==> src/rtl/c8_pkg.sv <==
// c8_pkg: shared types, constants and the font table for the interpreter
// no dependencies; used by c8_ctrl, c8_dpath and the top level
package c8_pkg;

   localparam int MemBytes   = 4096;
   localparam int AddrW      = 12;
   localparam int StackDepth = 16;
   localparam int FontBytes  = 80;
   localparam int FrameRows  = 32;
   localparam int RowW       = 5;
   localparam int CntW       = 5;
   localparam logic [AddrW-1:0] PcStart = 12'h200;

   // request operation codes
   localparam logic [1:0] OP_EXEC  = 2'd0;
   localparam logic [1:0] OP_WRITE = 2'd1;
   localparam logic [1:0] OP_ROW   = 2'd2;
   localparam logic [1:0] OP_IDLE  = 2'd3;

   localparam logic [7:0] Glyphs [FontBytes] = '{
      8'hF0, 8'h90, 8'h90, 8'h90, 8'hF0, 8'h20, 8'h60, 8'h20, 8'h20, 8'h70,
      8'hF0, 8'h10, 8'hF0, 8'h80, 8'hF0, 8'hF0, 8'h10, 8'hF0, 8'h10, 8'hF0,
      8'h90, 8'h90, 8'hF0, 8'h10, 8'h10, 8'hF0, 8'h80, 8'hF0, 8'h10, 8'hF0,
      8'hF0, 8'h80, 8'hF0, 8'h90, 8'hF0, 8'hF0, 8'h10, 8'h20, 8'h40, 8'h40,
      8'hF0, 8'h90, 8'hF0, 8'h90, 8'hF0, 8'hF0, 8'h90, 8'hF0, 8'h10, 8'hF0,
      8'hF0, 8'h90, 8'hF0, 8'h90, 8'h90, 8'hE0, 8'h90, 8'hE0, 8'h90, 8'hE0,
      8'hF0, 8'h80, 8'h80, 8'h80, 8'hF0, 8'hE0, 8'h90, 8'h90, 8'h90, 8'hE0,
      8'hF0, 8'h80, 8'hF0, 8'h80, 8'hF0, 8'hF0, 8'h80, 8'hF0, 8'h80, 8'h80
   };

   // datapath micro-operations issued by the controller
   typedef enum logic [3:0] {
      CMD_NOP, CMD_CLEAR, CMD_LATCH, CMD_MEM_WRITE, CMD_ROW_READ,
      CMD_FETCH_HI, CMD_FETCH_LO, CMD_READ_X, CMD_READ_Y, CMD_STEP, CMD_FINISH
   } dp_op_type;

   typedef enum logic [2:0] {
      KIND_SIMPLE, KIND_DRAW, KIND_BCD, KIND_STORE, KIND_LOAD
   } exec_kind_type;

   typedef struct packed {
      dp_op_type       op;
      logic [CntW-1:0] cnt;
   } dp_cmd_type;

   typedef struct packed {
      logic            clr_last;
      exec_kind_type   kind;
      logic [CntW-1:0] limit;
   } dp_stat_type;

   // power-up content of program memory
   function automatic logic [7:0] font_init(input logic [AddrW-1:0] addr);
      logic [7:0] val;
      val = 8'h00;
      if (addr < AddrW'(FontBytes)) begin
         val = Glyphs[addr[6:0]];
      end
      return val;
   endfunction

endpackage

==> src/rtl/c8_ctrl.sv <==
// c8_ctrl: sequencer for memory clearing, fetch, decode steps and result hand-off
// depends on c8_pkg
module c8_ctrl
   import c8_pkg::*;
(
   input  logic        clock,
   input  logic        reset,
   input  logic        req_valid,
   input  logic [1:0]  req_operation,
   output logic        req_ready,
   output logic        rsp_valid,
   input  logic        rsp_ready,
   output dp_cmd_type  cmd,
   input  dp_stat_type stat
);

   typedef enum logic [3:0] {
      ST_CLEAR, ST_IDLE, ST_WRITE, ST_ROW, ST_FETCH_HI, ST_FETCH_LO,
      ST_READ_X, ST_READ_Y, ST_STEP, ST_FINISH
   } state_type;

   state_type       state_ff, state_in;
   logic [CntW-1:0] cnt_ff, cnt_in;
   logic            rsp_valid_ff, rsp_valid_in;
   logic            out_free;

   assign out_free  = !rsp_valid_ff || rsp_ready;
   assign req_ready = (state_ff == ST_IDLE);
   assign rsp_valid = rsp_valid_ff;

   // next state and command decode
   always_comb begin
      state_in     = state_ff;
      cnt_in       = cnt_ff;
      rsp_valid_in = rsp_valid_ff && !rsp_ready;
      cmd.op       = CMD_NOP;
      cmd.cnt      = cnt_ff;
      case (state_ff)
         ST_CLEAR: begin
            cmd.op = CMD_CLEAR;
            if (stat.clr_last) begin
               state_in = ST_IDLE;
            end
         end
         ST_IDLE: begin
            if (req_valid) begin
               cmd.op = CMD_LATCH;
               case (req_operation)
                  OP_EXEC:  state_in = ST_FETCH_HI;
                  OP_WRITE: state_in = ST_WRITE;
                  OP_ROW:   state_in = ST_ROW;
                  default:  state_in = ST_FINISH;
               endcase
            end
         end
         ST_WRITE: begin
            cmd.op   = CMD_MEM_WRITE;
            state_in = ST_FINISH;
         end
         ST_ROW: begin
            cmd.op   = CMD_ROW_READ;
            state_in = ST_FINISH;
         end
         ST_FETCH_HI: begin
            cmd.op   = CMD_FETCH_HI;
            state_in = ST_FETCH_LO;
         end
         ST_FETCH_LO: begin
            cmd.op   = CMD_FETCH_LO;
            state_in = ST_READ_X;
         end
         ST_READ_X: begin
            cmd.op   = CMD_READ_X;
            state_in = ST_READ_Y;
         end
         ST_READ_Y: begin
            cmd.op = CMD_READ_Y;
            cnt_in = '0;
            if (stat.kind == KIND_SIMPLE) begin
               state_in = ST_FINISH;
            end else begin
               state_in = ST_STEP;
            end
         end
         ST_STEP: begin
            cmd.op = CMD_STEP;
            if (cnt_ff == stat.limit) begin
               state_in = ST_FINISH;
            end else begin
               cnt_in = cnt_ff + 1'b1;
            end
         end
         ST_FINISH: begin
            if (out_free) begin
               cmd.op       = CMD_FINISH;
               rsp_valid_in = 1'b1;
               state_in     = ST_IDLE;
            end
         end
         default: state_in = ST_IDLE;
      endcase
   end

   // state and registered outputs
   always_ff @(posedge clock) begin
      if (reset) begin
         state_ff     <= ST_CLEAR;
         cnt_ff       <= '0;
         rsp_valid_ff <= 1'b0;
      end else begin
         state_ff     <= state_in;
         cnt_ff       <= cnt_in;
         rsp_valid_ff <= rsp_valid_in;
      end
   end

endmodule

==> config.mk <==
export PLATFORM = sky130hd
export DESIGN_NAME = c8_ctrl
export DESIGN_NICKNAME = d
export VERILOG_FILES = /design/src/rtl/c8_pkg.sv /design/src/rtl/c8_ctrl.sv
export SDC_FILE = /design/constraint.sdc
export NUM_CORES = 1
export LEC_CHECK = 0
export BUFFER_PORTS_ARGS = -buffer_cell sky130_fd_sc_hd__buf_2
export CAP_MARGIN = 5
export CORE_ASPECT_RATIO = 1.4
export CORE_MARGIN = 2
export CORE_UTILIZATION = 25
export DETAILED_ROUTE_END_ITERATION = 12
export PLACE_DENSITY = 0.59
export SYNTH_ARGS = -nofsm -noshare
export SYNTH_HDL_FRONTEND = slang
export SYNTH_SLANG_ARGS = --single-unit
==> constraint.sdc <==
create_clock -name clock -period 1.6 [get_ports clock]
set_input_delay 0 -clock clock [delete_from_list [all_inputs] [get_ports clock]]
set_output_delay 0 -clock clock [all_outputs]
set_load 0.02 [all_outputs]
==> impl_metrics.json <==
{
  "postSynthAreaPerCell_um2": 7.65,
  "nNetsFinal": 164,
  "coreArea_mm2": 0.00312,
  "pre_cts_ws_ps": -43.1,
  "worst_pin_slew_ps": 304,
  "dieWidth_um": 52.6,
  "routedWlPerCell_um": 12.2,
  "maxCapViolations": 0,
  "crit_type": "reg -> reg",
  "timing.hold.ws_ps": 100,
  "max_stage_delay_ps": 570,
  "finalHoldViolations": 0,
  "cts-root-buf": "clkbuf_8",
  "dpl.hpwl_mm": 1.64,
  "setup_ws_ps": 17.1,
  "cts_tree": "built",
  "max_slew_margin": 0.797,
  "ys_types": 38,
  "synthTopCellsByArea": "dfxtp_1 (24%), ha_1 (6.1%), nor2_1 (5.5%)",
  "ir_worst_vdd_v": 0.000539,
  "htree_levels": 1,
  "startpoint_type": "flop",
  "fin_total_pwr_mw": 1.39,
  "final_antenna_net_count": 0,
  "crit_slowest_cell": "or4b_4",
  "finalMaxSlewViolations": 0,
  "final_cell_mix": "buf_2 (25), buf_4 (12), nor2_1 (11)",
  "grt_max_degree": 19,
  "status": "finished clean",
  "setup_violations": 0,
  "critical_path_buf_inv_count": 0,
  "clk_latency_ps": 240,
  "dieArea_mm2": 0.00379,
  "die_h_um": 72,
  "syn_to_final_growth_pct": 42.4,
  "initial_core_util": 0.264,
  "p_per_area_mw_per_mm2": 1180,
  "drc": 0,
  "crit_required_ps": 1760,
  "numCtsBuffers": 3,
  "seqPwrFrac": 0.239,
  "row_count": 24,
  "crit_family": "simple AND/OR/NAND/NOR gates",
  "post-route-util": 0.377,
  "worst-path-max-fanout": 6,
  "firstDrtPassIters": 4,
  "rsz0062_at_grt": "true",
  "hold_class": "in -> reg",
  "ys_seq_area_frac": 0.242,
  "p_leak_nw": 0.528,
  "routabilityCongestion": 0.783,
  "drt_iter0_drc": 9,
  "synthCells": 108,
  "netlist_area_um2": 826,
  "antenna_cells": 0,
  "grt_pass1_wl_mm": 3.76,
  "yosysWarnings": 0,
  "cp-end-kind": "flop",
  "grt_usage": 0.129,
  "period_share": 0.989,
  "synth_fp_nets": 127,
  "max_freq_ghz": 0.632,
  "p_int_mw": 0.823,
  "min_period_ps": 1580,
  "finClkSkew_ps": 3.75,
  "io_pins": 26,
  "grt_pass1_vias": 866,
  "p_sw_frac": 0.407,
  "cts_buffer_depth": 2,
  "routed_wl_mm": 2.22,
  "numPortBuffers": 25,
  "p_switching_mw": 0.566,
  "combPwrFrac": 0.573,
  "vias_per_cell": 5.13,
  "layout_commonest_cell": "buf_2",
  "path_clk_slew_ps": 50,
  "cp_cell_sequence": "or4b_4, or4_1, o221ai_2",
  "antenna_found_initial": 0,
  "synth_top_area_share": 0.242,
  "overflow": 0,
  "synth.ff_latch_count": 10,
  "cts_sinks": 10,
  "p_clk_frac": 0.188,
  "drive_above_1_share": 0.378,
  "vias": 934,
  "yosysTopAreaCell": "dfxtp_1",
  "crit_arrival_ps": 1740
}
-- layer usage --
layer	share of wire	track usage	up-vias
met2	0.48	0.215	29
met3	0.059	0.0226	5
li1	-	-	470
met4	0.017	0.0513	0
met1	0.45	0.160	430
met5	0	0	-
-- worst register-to-register path, delay by kind of cell (launching register included) --
family / cells / cell delay [ps]
AO/OA/AOI/OAI: 1 / 130
flip-flops: 1 / 310
AND/OR/NAND/NOR: 2 / 1070
-- synthesized netlist by cell type --
library cell,count
nor2_1,12
dfxtp_1,10
nand2_1,7
nand2b_1,6
clkbuf_1,5
inv_1,5
nand3_1,5
a21oi_1,4
ha_1,4
xnor2_1,4
a31oi_1,3
and3_1,3
nor4b_1,3
o21ai_0,3
o221ai_1,3
or4_1,3
buf_2,2
nor2b_1,2
o22ai_1,2
or3_1,2
or4b_1,2
xor2_1,2
a21o_1,1
a2bb2o_1,1
a311oi_1,1
and3b_1,1
and4b_1,1
buf_6,1
mux2i_1,1
nand4_1,1
nand4b_1,1
o211ai_1,1
o21ai_1,1
o311ai_1,1
o31ai_1,1
o32ai_1,1
or3b_1,1
or3b_2,1
-- path summary, 6_finish.rpt --
kind              depth (start not counted)  slack, ps         to         from
hold reg to reg                           2        570  cnt_ff[1]    cnt_ff[1]
hold / removal                            2        100  cnt_ff[1]        reset
setup reg to reg                          3         20  cnt_ff[4]  state_ff[0]
setup / recovery                          3         20  cnt_ff[4]  state_ff[0]
-- logic make-up (layout without fill, tap and decap cells) --
| logic type | after synthesis | after routing | share of synthesized area |
|---|---|---|---|
| compound gates | 23 | 23 | 0.189 |
| xor+xnor | 6 | 6 | 0.0636 |
| fa+ha+maj | 4 | 4 | 0.0606 |
| buf+inv | 13 | 48 | 0.0712 |
| flops | 10 | 10 | 0.242 |
| mux | 1 | 1 | 0.0121 |
| simple gates | 51 | 51 | 0.361 |
-- power groups by stage --
stage | sequential (mW) | combinational, mW | clock (mW)
global route | 0.337 | 0.870 | 0.281
global placement | 0.329 | 0.687 | 0
CTS | 0.331 | 0.735 | 0.267
floorplan | 0.338 | 0.489 | 0
finish | 0.331 | 0.795 | 0.262
detailed placement | 0.332 | 0.699 | 0
-- state kept, by name (all words and copies together) (netlist names) --
| name | cells |
|---|---|
| state_ff | 4 |
| cnt_ff | 5 |
| rsp_valid | 1 |
-- final cells by class --
class                   count  area, µm²
multi-input cells          85        618
well taps                  39       48.8
fillers                   336       1950
clock buffers               3       41.3
flip-flops and latches     10        200
repair buffers             40        249
inverters                   5       18.8
-- through the flow --
stage / setup TNS, ps / cells / area [µm²]
3_3_place_gp: -21.9 / 175 / 1050
4_1_cts: 0 / 179 / 1110
2_1_floorplan: -165 / 108 / 841
5_1_grt: -192 / 182 / 1180
6_report: 0 / 182 / 1180
3_5_place_dp: -108 / 175 / 1050
-- timing repair --
action                                  4_1_cts  5_1_grt
gates cloned                                  0        0
resized for setup                             3        9
hold buffers                                  0        0
endpoints found under the setup margin        3        8
pin swaps                                     1        0
buffers inserted                              1        3
Note: power is estimated with default switching activity, not from simulation.
